**config.mk**
```make
export PLATFORM = sky130hd
export DESIGN_NAME = amp_serial_div
export DESIGN_NICKNAME = d
export VERILOG_FILES = /design/src/hdl/amp_pkg.sv /design/src/hdl/amp_serial_div.sv
export SDC_FILE = /design/constraint.sdc
export NUM_CORES = 1
export LEC_CHECK = 0
export BUFFER_PORTS_ARGS = -buffer_cell sky130_fd_sc_hd__buf_2
export CAP_MARGIN = 20
export CORE_UTILIZATION = 39
export CTS_BUF_LIST = sky130_fd_sc_hd__clkbuf_2 sky130_fd_sc_hd__clkbuf_4 sky130_fd_sc_hd__clkbuf_8
export DETAILED_ROUTE_END_ITERATION = 8
export PLACE_DENSITY = 0.57
export SETUP_SLACK_MARGIN = 0.4
export SYNTH_ARGS = -nofsm -noshare
export SYNTH_HDL_FRONTEND = slang
export SYNTH_SLANG_ARGS = --single-unit
```
**constraint.sdc**
```tcl
create_clock -name i_clk -period 3.3 [get_ports i_clk]
set_clock_uncertainty 0.2 [all_clocks]
set_input_delay 0.33 -clock i_clk [delete_from_list [all_inputs] [get_ports i_clk]]
set_output_delay 0.33 -clock i_clk [all_outputs]
set_load 0.005 [all_outputs]
```
**src/hdl/amp_pkg.sv**
```systemverilog
// ---------------------------------------------------------------------------
// amp_pkg
// Shared types and constants for the amicable pair / perfect number test.
// ---------------------------------------------------------------------------
`timescale 1ns / 1ps
`default_nettype none

package amp_pkg;

    localparam int IN_BITS  = 16;
    localparam int SUM_BITS = 18;
    localparam logic [SUM_BITS-1:0] SUM_MAX = 18'h3ffff;

    typedef struct packed {
        logic [IN_BITS-1:0] first_number;
        logic [IN_BITS-1:0] second_number;
    } t_request;

    typedef struct packed {
        logic [SUM_BITS-1:0] first_divisor_sum;
        logic [SUM_BITS-1:0] second_divisor_sum;
        logic                first_is_perfect;
        logic                pair_is_amicable;
    } t_result;

    typedef struct packed {
        logic done;
        logic rem_zero;
    } t_div_status;

endpackage

`default_nettype wire

```
**src/hdl/amp_serial_div.sv**
```systemverilog
// ---------------------------------------------------------------------------
// amp_serial_div
// Bit-serial restoring divider: one quotient bit per cycle.
// ---------------------------------------------------------------------------
`timescale 1ns / 1ps
`default_nettype none

module amp_serial_div #(
    parameter int WIDTH = 16
) (
    input  wire logic               i_clk,
    input  wire logic               i_rst_n,
    input  wire logic               i_start,
    input  wire logic [WIDTH-1:0]   i_dividend,
    input  wire logic [WIDTH-1:0]   i_divisor,
    output logic      [WIDTH-1:0]   o_quotient,
    output amp_pkg::t_div_status    o_status
);

    localparam int CNT_BITS = $clog2(WIDTH);

    logic [WIDTH-1:0]    r_rem;
    logic [WIDTH-1:0]    r_quo;
    logic [WIDTH-1:0]    r_dvs;
    logic [CNT_BITS-1:0] r_cnt;
    logic                r_run;
    logic                r_done;

    logic [WIDTH:0]      w_shift;
    logic                w_ge;
    logic [WIDTH:0]      w_diff;

    assign w_shift = {r_rem, r_quo[WIDTH-1]};
    assign w_ge    = w_shift >= {1'b0, r_dvs};
    assign w_diff  = w_shift - {1'b0, r_dvs};

    always_ff @(posedge i_clk) begin
        if (!i_rst_n) begin
            r_run  <= 1'b0;
            r_done <= 1'b0;
            r_cnt  <= '0;
        end else begin
            r_done <= 1'b0;
            if (i_start) begin
                r_run <= 1'b1;
                r_cnt <= '0;
            end else if (r_run) begin
                r_cnt <= r_cnt + 1'b1;
                if (r_cnt == CNT_BITS'(WIDTH - 1)) begin
                    r_run  <= 1'b0;
                    r_done <= 1'b1;
                end
            end
        end
    end

    always_ff @(posedge i_clk) begin
        if (i_start) begin
            r_rem <= '0;
            r_quo <= i_dividend;
            r_dvs <= i_divisor;
        end else if (r_run) begin
            r_rem <= w_ge ? w_diff[WIDTH-1:0] : w_shift[WIDTH-1:0];
            r_quo <= {r_quo[WIDTH-2:0], w_ge};
        end
    end

    assign o_quotient        = r_quo;
    assign o_status.done     = r_done;
    assign o_status.rem_zero = (r_rem == '0);

endmodule

`default_nettype wire
```
**After elaboration in Yosys (flattened, before gate mapping)**

Index checks and enable logic that the tools add are counted.

- Register bits after elaboration: 54
- Memory bits (writable): 0
- Latch bits: 0
- Memory bits (read-only): 0
- Logic and storage cells: 23
- Memories: 0

- Equality and inequality tests: 1
- Divide/modulo/power cells: 0
- $add $sub $neg: 2
- $mul: 0
- Bitwise operators: 2
- Order comparisons: 1
- Shift-type cells: 0
- Muxes and demuxes: 7
- Reduce and logical (&&, ||, !) cells: 4

Operators by type and width:

| operator | number |
|---|---|
| $mux W16 | 3 |
| $ge A17 B16 Y1 | 1 |
| $logic_not A16 Y1 | 1 |
| $sub A16 B16 Y16 | 1 |
| $add A4 B1 Y4 const B | 1 |
| $eq A4 B4 Y1 const B | 1 |
| $mux W1 | 4 |
| $reduce_or A3 Y1 | 1 |
| $not A1 Y1 | 2 |
| $reduce_bool A2 Y1 | 1 |
| $reduce_or A2 Y1 | 1 |

**Depth between registers and ports, before layout**

Gate-level depths: netlist of run 1.

- Depth in word-level cells: 4
- Mapped depth: 11
- Gate-level depth less buffers: 10

**Least setup slack after synthesis of run 1**

No wires, ideal clock.

- Kind: flip-flop to flip-flop
- Start: register r_dvs[1]
- End: register r_quo[0], in the netlist o_quotient[0], data pin
- Cell stages (with the launch flop): 10
- Data arrival time: 2.440 ns
- Clock period less this slack: 2.900 ns
- Buffers on the path: 1
- Setup slack: 0.400 ns
- Setup time: 0.260 ns
- Cell sequence: edfxtp_1 -> inv_1 -> ha_1 -> nor2b_4 -> o31ai_2 -> a21oi_2 -> o311a_4 -> a2111o_1 -> buf_2 -> mux2_2

- Cells in the longest elaborated chain, start to end: 3

Ends and longest elaborated chain:

| what | RTL line | source |
|---|---|---|
| from (decl) | amp_serial_div.sv:24 | `logic [WIDTH-1:0] r_dvs;` |
| from (signal assigned) | amp_serial_div.sv:61 | `r_dvs <= i_divisor;` |
| $ge A17 B16 Y1 | amp_serial_div.sv:34 | `assign w_ge = w_shift >= {1'b0, r_dvs};` |
| $mux W16 | amp_serial_div.sv:62 | `end else if (r_run) begin` |
| $mux W16 | amp_serial_div.sv:58 | `if (i_start) begin` |
| to (signal assigned) | amp_serial_div.sv:60 | `r_quo <= i_dividend;` |
| to (signal assigned) | amp_serial_div.sv:64 | `r_quo <= {r_quo[WIDTH-2:0], w_ge};` |
| to (decl) | amp_serial_div.sv:23 | `logic [WIDTH-1:0] r_quo;` |

Every way passes these cells. The select of a mux whose other input is x is not followed.
A chain may end at the register's enable or synchronous reset.

**Final worst setup path of run 1**

- Start: register r_dvs[1]
- End: register r_rem[12]

- Cells in the longest elaborated chain, start to end: 2
- Elaborated cells on any way between the ends: 3
- Those cells by class: 1 x add/sub; 1 x order compare; 1 x mux

Ends and longest elaborated chain:

| what | RTL line | source |
|---|---|---|
| $sub A16 B16 Y16 / $ge A17 B16 Y1 (equally long branches) | amp_serial_div.sv:35, amp_serial_div.sv:34 |  |
| $mux W16 (*) | amp_serial_div.sv:63 | `r_rem <= w_ge ? w_diff[WIDTH-1:0] : w_shift[WIDTH-1:0];` |
| to (signal assigned) | amp_serial_div.sv:63 |  |
| to (decl) | amp_serial_div.sv:22 | `logic [WIDTH-1:0] r_rem;` |

Mark *: on every way between the ends. The rest lies on a longest branch, timed or not.

==> results_dict.tcl, run 1 <==
set metrics [dict create \
    area_growth_pct 29.5 \
    dp_hpwl_um 5450 \
    worst_r2r_startpoint "r_dvs[1]$_DFFE_PP_" \
    clk_latency_ps 320 \
    end_kind "flip-flop" \
    yosysSeqAreaShare_pct 44.0 \
    synth_compound_area_share_pct 17.5 \
    slew-limit-headroom_pct 49.5 \
    overflow 0 \
    antenna_found_initial 0 \
    synth_xor_area_share_pct 2.48 \
    synthAdderAreaFrac_pct 7.31 \
    netlist.area_leader.share_pct 30.2 \
    powerDensity_nw_per_um2 466 \
    multi_input_area_um2 1840 \
    cp_max_fo 5 \
    fmax_mhz 356 \
    worstSetupStartpoint "r_dvs[1]$_DFFE_PP_" \
    finalCritPeriodShare_pct 85.0 \
    hold_viol_final 0 \
    holdPathStages 2 \
    ys_async_sr_fraction_pct 0 \
    numCtsBuffers 5 \
    gp_congestion 0.942 \
    ys_types 57 \
    netlist_top_cells_area "edfxtp_1 30%, dfxtp_1 14%, ha_1 6.7%" \
    required_ps 3310 \
    synth.largest_area_cell "edfxtp_1" \
    clkSinkCount 54 \
    min_from "i_rst_n" \
    crit_type "reg2reg" \
    tns_ps 0 \
    drt-vias-per-instance 5.35 \
    hp-class "in2reg" \
    wl_per_cell_um 15.8 \
    grt_pass1_vias 2481 \
    p_total_mw 1.92 \
    status "completed" \
    initial_core_util_pct 40.8 \
    min_period_ps 2810 \
    antenna_cells 0 \
    vias 2630 \
    gr-usage-all-layers_pct 18.2 \
    drive_gt1_share_pct 35.1 \
    drc 0 \
    drv_cap 0 \
    yosys_warnings 0 \
    std_cell_rows 32 \
    synth_area_um2 3180 \
    synth-simple-area-share_pct 16.5 \
    clock-root-buffer "clkbuf_8" \
    total_leakage_power_nw 1.60 \
    syn_inst 312 \
    clkSlewWorstSetupHoldPaths_ps 110 \
    ys_seq_elements 54 \
    grt_pass1_wl_um 12200 \
    startpoint_type "flip-flop" \
    reg2reg_depth 11 \
    nFillCells 718 \
    core-area_um2 7810 \
    synthesis.nets 365 \
    synth-edff-count 32 \
    hold_end "r_run$_SDFF_PN0_" \
    die_w_um 92.3 \
    grt_max_degree 30 \
    clk_path_buf_depth 2 \
    cts-htree-levels 2 \
    ir_worst_vdd_uv 225 \
    io_buffers 52 \
    reg2reg_slack_ps 490 \
    fin_nets 442 \
    drt_iter0_drc 125 \
    worst_pin_slew_ps 750 \
    slew_viol_final 0 \
    seqCellArea_um2 1410 \
    ios 53 \
    setup-violations-final 0 \
    r2r_end "r_rem[12]$_SDFFE_PP0P_" \
    dieArea_um2 8520 \
    cts_tree "done" \
    synthMuxAreaShare_pct 7.59 \
    rsz0062_at_grt "true" \
    first_pass_iters 4 \
    worstPathArrival_ps 2820 \
    dieHeight_um 92.3 \
    yosys_most_used_dff "edfxtp_1" \
    totalWireLength_um 7780 \
    syn_avg_cell_area_um2 10.2 \
    postRouteAntennaNets 0 \
    synth_top_family_by_area "compound AO/OA/AOI/OAI gates" \
]
==> state kept, by name, indices dropped and copies added (netlist names) <==
register	cells
o_quotient	16
r_dvs	16
r_rem	16
r_cnt	4
r_done	1
r_run	1
==> what timing repair did <==
action / CTS / global route
hold buffers: 15 / 1
gates cloned: 0 / 1
hold endpoints to repair: 15 / 1
buffers inserted: 4 / 4
pin swaps: 3 / 8
setup endpoints to repair: 14 / 16
resized for setup: 6 / 33
==> layout by cell type (no fill, tap or decap), drive strengths merged, types with 5 or more instances in the layout <==
cell type and n:
inv 23, edfxtp 32, o211ai 5, nor2 35
nor3 11, dfxtp 22, a21oi 11, clkbuf 5
dlygate4sd3 16, a311oi 7, nand2 26, mux2 17
xnor2 7, nor4 10, ha 17, nand3 8
o21ai 12, o21a 5, buf 66, mux2i 5
==> cells in the mapped netlist (2+ instances only) <==
cell type   n
xor2_1      2
nand2b_1    4
nand4_1     3
clkbuf_1    5
mux2i_1     5
edfxtp_1   32
o21ai_0    11
a21oi_1    10
a2111oi_0   3
a311oi_2    7
a2111o_1    2
xnor2_1     7
mux2_2     17
inv_1      22
o211ai_1    5
nor4_1      9
buf_2       2
dfxtp_1    22
nor2b_1     3
buf_1       3
a21o_1      4
or3_1       2
ha_1       17
nand3_1     8
a211oi_2    2
o21a_1      4
nand2_1    26
a31oi_1     2
nor3_1     11
nor2_1     35
==> routing by layer <==
metal | vias up | wire, um | track usage (%)
met3 | 12 | 308 | 2.79
met5 | - | 0 | 0
met1 | 1246 | 3850 | 25.4
met4 | 0 | 169 | 5.08
li1 | 1308 | - | -
met2 | 64 | 3450 | 29.3
==> critical path, stage by stage, from the launching register on <==
cell       delay [ps]
edfxtp_1          400
inv_1              70
ha_1              240
nor2b_4           150
o31ai_4           200
a21oi_2            90
o311a_4           360
a2111oi_4         340
buf_4             190
buf_6             130
nor3_2             50
nor4_1            290
==> metrics by stage <==
step	instances	worst slack [ps]	instance area [um2]	utilization, %	hold slack [ps]
after floorplan	312	447	3180	-	229
after global placement	459	283	3550	45.4	301
after detailed placement	459	214	3550	45.4	308
after CTS	486	410	3890	49.8	3.86
after global routing	492	405	4120	52.8	56.0
final	492	494	4120	52.8	28.2
==> kinds of logic (layout without fill, tap and decap cells) <==
logic type | count (synthesis) | after routing
DFF | 54 | 54
AOI/OAI and AO/OA | 65 | 65
muxes | 22 | 22
adders and majority gates | 18 | 18
buffers and inverters | 35 | 113
and+or+nand+nor | 109 | 109
xor gates and xnor gates | 9 | 9
==> how the worst max path moves through the flow <==
stage / to / cells after the start
floorplan: o_quotient[0]$_DFFE_PP_ / 9
global placement: o_quotient[0]$_DFFE_PP_ / 8
detailed placement: o_quotient[0]$_DFFE_PP_ / 8
CTS: r_rem[14]$_SDFFE_PP0P_ / 10
global route: r_rem[0]$_SDFFE_PP0P_ / 10
finish: r_rem[12]$_SDFFE_PP0P_ / 11
==> power breakdown <==
part | switching, mW | internal [mW]
Combinational | 0.314 | 0.298
Clock | 0.245 | 0.231
Sequential | 0.0520 | 0.781
==> cell type report <==
type,count,share of cell area (%)
clock buffers,5,1.67
clock inverters,3,1.15
inverters,23,2.09
multi-input cells,223,44.7
flip-flops and latches,54,34.1
well taps,102,3.10
repair buffers,82,13.1
Note: power is estimated with default switching activity, not from simulation.
==> run 2: changes to the inputs <==
--- a/config.mk
+++ b/config.mk
@@ -5,12 +5,13 @@
 export SDC_FILE = /design/constraint.sdc
 export NUM_CORES = 1
 export LEC_CHECK = 0
+export ABC_AREA = 1
 export BUFFER_PORTS_ARGS = -buffer_cell sky130_fd_sc_hd__buf_2
 export CAP_MARGIN = 20
-export CORE_UTILIZATION = 39
+export CORE_UTILIZATION = 25
 export CTS_BUF_LIST = sky130_fd_sc_hd__clkbuf_2 sky130_fd_sc_hd__clkbuf_4 sky130_fd_sc_hd__clkbuf_8
 export DETAILED_ROUTE_END_ITERATION = 8
-export PLACE_DENSITY = 0.57
+export PLACE_DENSITY = 0.4
 export SETUP_SLACK_MARGIN = 0.4
 export SYNTH_ARGS = -nofsm -noshare
 export SYNTH_HDL_FRONTEND = slang
==> run 2 against run 1 <==
  * Combinational power is 61% lower
  * Non-clock buffer count shrank 11
  * Power is 19% lower
  * Area after synthesis is 5.8% higher
  * Critical path type unchanged
  * Setup slack improved by 410 ps
  * Core utilization is 22 points lower
  * Synthesized cell count rose by 44%
  * Critical endpoint is now r_rem[14]$_SDFFE_PP0P_
  * Sequential power fell by 6.6%
  * Final area down 0.67%
  * Wire length grew 9.4%
==> results_dict.tcl, run 2 <==
set metrics [dict create \
    status "completed" \
    initial_core_util_pct 25.5 \
    postCtsSetupBuffers 0 \
    end_kind "flip-flop" \
    finalNonFillerCells 695 \
    overflow 0 \
    clock-root-buffer "clkbuf_8" \
    cts-htree-levels 2 \
    min_period_ps 2400 \
    netlist_top_cells_area "edfxtp_1 29%, nand2_1 17%, dfxtp_1 13%" \
    crit_chain "inv_1, ha_1, fa_1, nor2_1, nor2_1, o21ai_1, nand2_1, nand3_1, nand3_2, nand2_1, nand2_1" \
    postRouteAntennaNets 0 \
    vias 2955 \
    antenna_found_initial 0 \
    slew-limit-headroom_pct 49.4 \
    grt_pass1_vias 2979 \
    holdBufCountCts 16 \
    setup-violations-final 0 \
    slew_viol_final 0 \
    rsz0062_at_grt "false" \
    synthesis.nets 502 \
    ios 53 \
    drt_iter0_drc 105 \
    cts_tree "done" \
    worst_pin_slew_ps 756 \
    hp-class "in2reg" \
    dieArea_um2 13900 \
    use_met3_pct 1.84 \
    synth_top_family_by_area "simple AND/OR/NAND/NOR gates" \
    fin_nets 571 \
    powerDensity_nw_per_um2 380 \
    yosys_most_used_dff "edfxtp_1" \
    dieHeight_um 118 \
    drive_gt1_share_pct 16.4 \
    first_pass_iters 4 \
    post_cts_resized 0 \
    hold_viol_final 0 \
    cp.buffers_inverters 1 \
    synth_compound_area_share_pct 5.13 \
    gp_congestion 0.846 \
    area_growth_pct 21.6 \
    tns_ps 0 \
    nFillCells 1440 \
    gr-usage-all-layers_pct 13.1 \
    synthMuxAreaShare_pct 0 \
    seqCellArea_um2 1400 \
    wl_per_cell_um 12.3 \
    drc 0 \
    startpoint_type "flip-flop" \
    final_common_cell "nand2_1" \
    syn_inst 449 \
    grt.busiest_layer "met2" \
    cpMostUsedCell "nand2_1" \
    grt_pass1_wl_um 14400 \
    crit_slowest_cell "fa_1" \
    yosysMostFrequentCell "nand2_1" \
    fmax_mhz 417 \
    worstPathArrival_ps 2420 \
    layout_common_cells "155 x nand2_1, 74 x inv_1, 52 x buf_2" \
    synthAdderAreaFrac_pct 6.91 \
    ys_async_sr_fraction_pct 0 \
    cp_slowest_stage_delay_ps 450 \
    required_ps 3320 \
    finalCritPeriodShare_pct 72.7 \
    ir_worst_vdd_uv 193 \
    cp_max_fo 4 \
    synth_xor_area_share_pct 1.56 \
    total_leakage_power_nw 2.07 \
    clkSinkCount 54 \
    core-area_um2 13200 \
    synth-simple-area-share_pct 33.9 \
    clk_path_buf_depth 2 \
    dp_hpwl_um 6570 \
    io_buffers 52 \
    numCtsBuffers 5 \
    drv_cap 0 \
    dpl_cell_area_um2 3800 \
    grt.met2_usage_pct 22.5 \
    ys_types 38 \
    netlist.area_leader.share_pct 28.6 \
    grtUsageMet1_pct 16.8 \
    clkSlewWorstSetupHoldPaths_ps 110 \
    grt_max_degree 26 \
    syn_avg_cell_area_um2 7.50 \
    multi_input_area_um2 1600 \
    std_cell_rows 42 \
    antenna_cells 0 \
    synth_common_cells "155 x nand2_1, 74 x inv_1, 42 x nand3_1" \
    fin_area_um2 4090 \
    die_w_um 118 \
    ys_seq_elements 54 \
    totalWireLength_um 8510 \
    yosysSeqAreaShare_pct 41.6 \
    synth.largest_area_cell "edfxtp_1" \
    cpLargestDelayFamily "adder cells" \
    synth_area_um2 3370 \
    synth-edff-count 32 \
    drt-vias-per-instance 4.25 \
    dp.cells 671 \
    yosys_warnings 0 \
    crit_type "reg2reg" \
    clk_latency_ps 320 \
]
run 2: cells by family (layout without fill, tap and decap cells):
family	after synthesis	after routing
flops	54	54
buf+inv	87	157
compound gates	30	30
xor+xnor	6	6
simple gates	254	254
fa+ha+maj	18	18
run 2: layout make-up:
| cell class | instances | share of cell area [%] |
|---|---|---|
| multi-input cells | 308 | 39.1 |
| inverters | 78 | 7.15 |
| well taps | 176 | 5.38 |
| flip-flops and latches | 54 | 34.2 |
| clock buffers | 5 | 1.68 |
| clock inverters | 3 | 1.68 |
| repair buffers | 71 | 10.8 |
run 2: worst paths after layout:
path | startpoint | end | slack, ps | cells after the start
setup / recovery | o_quotient[15]$_DFFE_PP_ | r_rem[14]$_SDFFE_PP0P_ | 900 | 11
hold / removal | i_rst_n | r_run$_SDFF_PN0_ | 50 | 3
setup reg to reg | o_quotient[15]$_DFFE_PP_ | r_rem[14]$_SDFFE_PP0P_ | 900 | 11
hold reg to reg | r_rem[15]$_SDFFE_PP0P_ | r_rem[15]$_SDFFE_PP0P_ | 280 | 2
run 2: worst min-delay path: cells and delay by family:
kind	cells	cell delay [ps]
buf+inv	2	160
compound gates	1	40
run 2: routing by layer:
| layer | vias up | share of wire, % |
|---|---|---|
| met4 | 0 | 1.4 |
| met1 | 1357 | 48 |
| met3 | 7 | 2.3 |
| li1 | 1560 | - |
| met2 | 31 | 48 |
| met5 | - | 0 |
run 2: metrics by stage:
step	hold WS, ps	setup WS (ps)	power, mW	util (%)
floorplan	229	1290	0.927	-
global placement	263	923	1.02	28.8
detailed placement	263	920	1.02	28.8
CTS	32.5	893	1.59	31.0
global route	47.9	777	1.65	31.0
finish	51.6	901	1.55	31.0
run 2: power breakdown:
group	internal [mW]	switching (mW)
Sequential	0.760	0.0184
Clock	0.304	0.236
Combinational	0.0975	0.140
==> run 3: changes to the inputs <==
--- a/config.mk
+++ b/config.mk
@@ -5,13 +5,13 @@
 export SDC_FILE = /design/constraint.sdc
 export NUM_CORES = 1
 export LEC_CHECK = 0
-export ABC_AREA = 1
+export ABC_AREA = 0
 export BUFFER_PORTS_ARGS = -buffer_cell sky130_fd_sc_hd__buf_2
 export CAP_MARGIN = 20
 export CORE_UTILIZATION = 25
 export CTS_BUF_LIST = sky130_fd_sc_hd__clkbuf_2 sky130_fd_sc_hd__clkbuf_4 sky130_fd_sc_hd__clkbuf_8
 export DETAILED_ROUTE_END_ITERATION = 8
-export PLACE_DENSITY = 0.4
+export PLACE_DENSITY = 0.41
 export SETUP_SLACK_MARGIN = 0.4
 export SYNTH_ARGS = -nofsm -noshare
 export SYNTH_HDL_FRONTEND = slang
==> constraint.sdc (replaced) <==
create_clock -name i_clk -period 2.05 [get_ports i_clk]
set_clock_uncertainty 0.2 [all_clocks]
set_input_delay 0.205 -clock i_clk [delete_from_list [all_inputs] [get_ports i_clk]]
set_output_delay 0.205 -clock i_clk [all_outputs]
set_load 0.005 [all_outputs]
==> run 3 against run 2 <==
  * The run now ends with negative setup slack left
  * Count of clock-buffer cells in the layout is 1 higher
  * First-iteration DRC count is 25% higher
  * Largest cell class unchanged
  * Fmax is 13% lower
  * Sequential share of layout area is 7.0 points lower
  * Via count is 2.9% higher
  * Sequential power is 70% higher
  * Critical path type unchanged
  * Critical path depth is 1 lower
  * Sequential cell count stayed put
  * Final area is 26% higher
==> results_dict.tcl, run 3 (synthesis results as in run 1) <==
set metrics [dict create \
    hold_end "r_dvs[14]$_DFFE_PP_" \
    core-area_um2 12200 \
    dp_hpwl_um 6950 \
    min_period_ps 2760 \
    r2r_end "r_rem[0]$_SDFFE_PP0P_" \
    cts_tree "done" \
    postRouteAntennaNets 0 \
    reg2reg_slack_ps -710 \
    startpoint_type "flip-flop" \
    slew_viol_final 0 \
    totalWireLength_um 9640 \
    cts-htree-levels 2 \
    layout_setup_ws_ps -711 \
    dp.cells 602 \
    cp_max_fo 4 \
    layout_common_cells "89 x buf_4, 52 x buf_2, 34 x nor2_1" \
    required_ps 2100 \
    rsz0062_at_grt "true" \
    setup-violations-final 17 \
    drc 0 \
    end_kind "flip-flop" \
    std_cell_rows 40 \
    drv_cap 0 \
    drt_iter0_drc 131 \
    initial_core_util_pct 26.1 \
    seqCellArea_um2 1410 \
    reg2reg_depth 10 \
    gp_congestion 0.813 \
    gr-usage-all-layers_pct 15.6 \
    clock-root-buffer "clkbuf_8" \
    total_leakage_power_nw 2.14 \
    final_common_cell "buf_4" \
    holdPathStages 1 \
    status "finished with violations" \
    wl_per_cell_um 14.6 \
    ir_worst_vdd_uv 393 \
    finalNonFillerCells 660 \
    clk_path_buf_depth 2 \
    grt_max_degree 29 \
    dieArea_um2 13200 \
    overflow 0 \
    failed_checks "negative setup slack" \
    die_w_um 115 \
    first_pass_iters 6 \
    slew-limit-headroom_pct 65.4 \
    drt-vias-per-instance 4.61 \
    powerDensity_nw_per_um2 663 \
    multi_input_area_um2 1980 \
    crit_type "reg2reg" \
    holdWs_ps 119 \
    worstPathArrival_ps 2810 \
    place_ws_ps -805 \
    dieHeight_um 115 \
    worst_pin_slew_ps 520 \
    numCtsBuffers 5 \
    hp-class "in2reg" \
    area_growth_pct 62.3 \
    grt_pass1_wl_um 15800 \
    fin_nets 544 \
    vias 3041 \
    clkSlewWorstSetupHoldPaths_ps 110 \
    nFillCells 1217 \
    hold_viol_final 0 \
    finalCritPeriodShare_pct 135 \
    io_buffers 52 \
    fmax_mhz 362 \
    grt_pass1_vias 3162 \
    antenna_found_initial 0 \
    clk_latency_ps 320 \
    clkSinkCount 54 \
    worst_r2r_startpoint "r_dvs[1]$_DFFE_PP_" \
    min_from "i_start" \
    ios 53 \
    antenna_cells 0 \
    drive_gt1_share_pct 50.0 \
]
==> run 3: cell types whose count changed in the layout (fill, tap and decap cells not counted), moves of 10 or more <==
cell and change:
dlygate4sd3_1 +17, mux2_2 +16, ha_1 -10, buf_4 +86, nand3_1 -37, nor2_1 +13, nand2_1 -138, inv_1 -57
==> run 3: routing by layer <==
metal  vias up  share of wire (%)  track usage, %
met5         -                  0               0
met4         0                1.5            5.28
met3        12                3.3            2.58
met2        67                 48            26.2
met1      1444                 48            20.3
li1       1518                  -               -
==> run 3: how the worst max path moves through the flow <==
stage                                   from                       to  slack [ps]  depth (start not counted)
global placement    o_quotient[15]$_DFFE_PP_    r_rem[8]$_SDFFE_PP0P_        -810                         10
floorplan                 r_dvs[1]$_DFFE_PP_  o_quotient[0]$_DFFE_PP_        -740                          9
detailed placement        r_dvs[1]$_DFFE_PP_    r_rem[0]$_SDFFE_PP0P_        -800                         10
CTS                       r_dvs[1]$_DFFE_PP_    r_rem[0]$_SDFFE_PP0P_        -750                         10
global route              r_dvs[9]$_DFFE_PP_    r_rem[2]$_SDFFE_PP0P_        -790                         11
finish                    r_dvs[1]$_DFFE_PP_    r_rem[0]$_SDFFE_PP0P_        -710                         10
==> run 3: area by class of cell <==
| cell class | count | area share (%) |
|---|---|---|
| clock inverters | 2 | 0.339 |
| inverters | 23 | 1.67 |
| well taps | 168 | 4.07 |
| repair buffers | 184 | 26.8 |
| multi-input cells | 223 | 38.3 |
| clock buffers | 6 | 1.60 |
| flip-flops and latches | 54 | 27.3 |
==> run 3: where the power goes <==
| part | total, mW | internal [mW] | switching, mW |
|---|---|---|---|
| Clock | 0.688 | 0.280 | 0.408 |
| Combinational | 1.42 | 0.751 | 0.666 |
| Sequential | 1.32 | 1.26 | 0.0636 |
==> run 3: critical path, cell delays in order, from the launching register on <==
cell and delay [ps]:
edfxtp_1 420, inv_2 90, ha_4 200, nor2b_4 130
o31ai_4 190, a21oi_2 90, o311a_4 340, a2111oi_4 350
buf_4 210, mux2_4 300, a211oi_2 170
==> run 3: timing repair <==
item                                    4_1_cts  5_1_grt
hold buffers                                 33        0
setup buffers                                 9        7
resized for setup                            38       29
cloned                                        1        0
pin swaps                                    17       21
endpoints found under the setup margin       34       18
hold endpoints to repair                     33        0
==> run 3: stage by stage <==
stage               cell area, um2  TNS [ps]  util [%]  power (mW)
floorplan                     3230     -9990         -        1.95
global placement              4270    -12090      34.9        2.47
detailed placement            4270    -12220      34.9        2.46
finish                        5160    -10790      42.3        3.43
CTS                           4990    -10960      40.9        3.36
global route                  5160    -12690      42.3        3.62
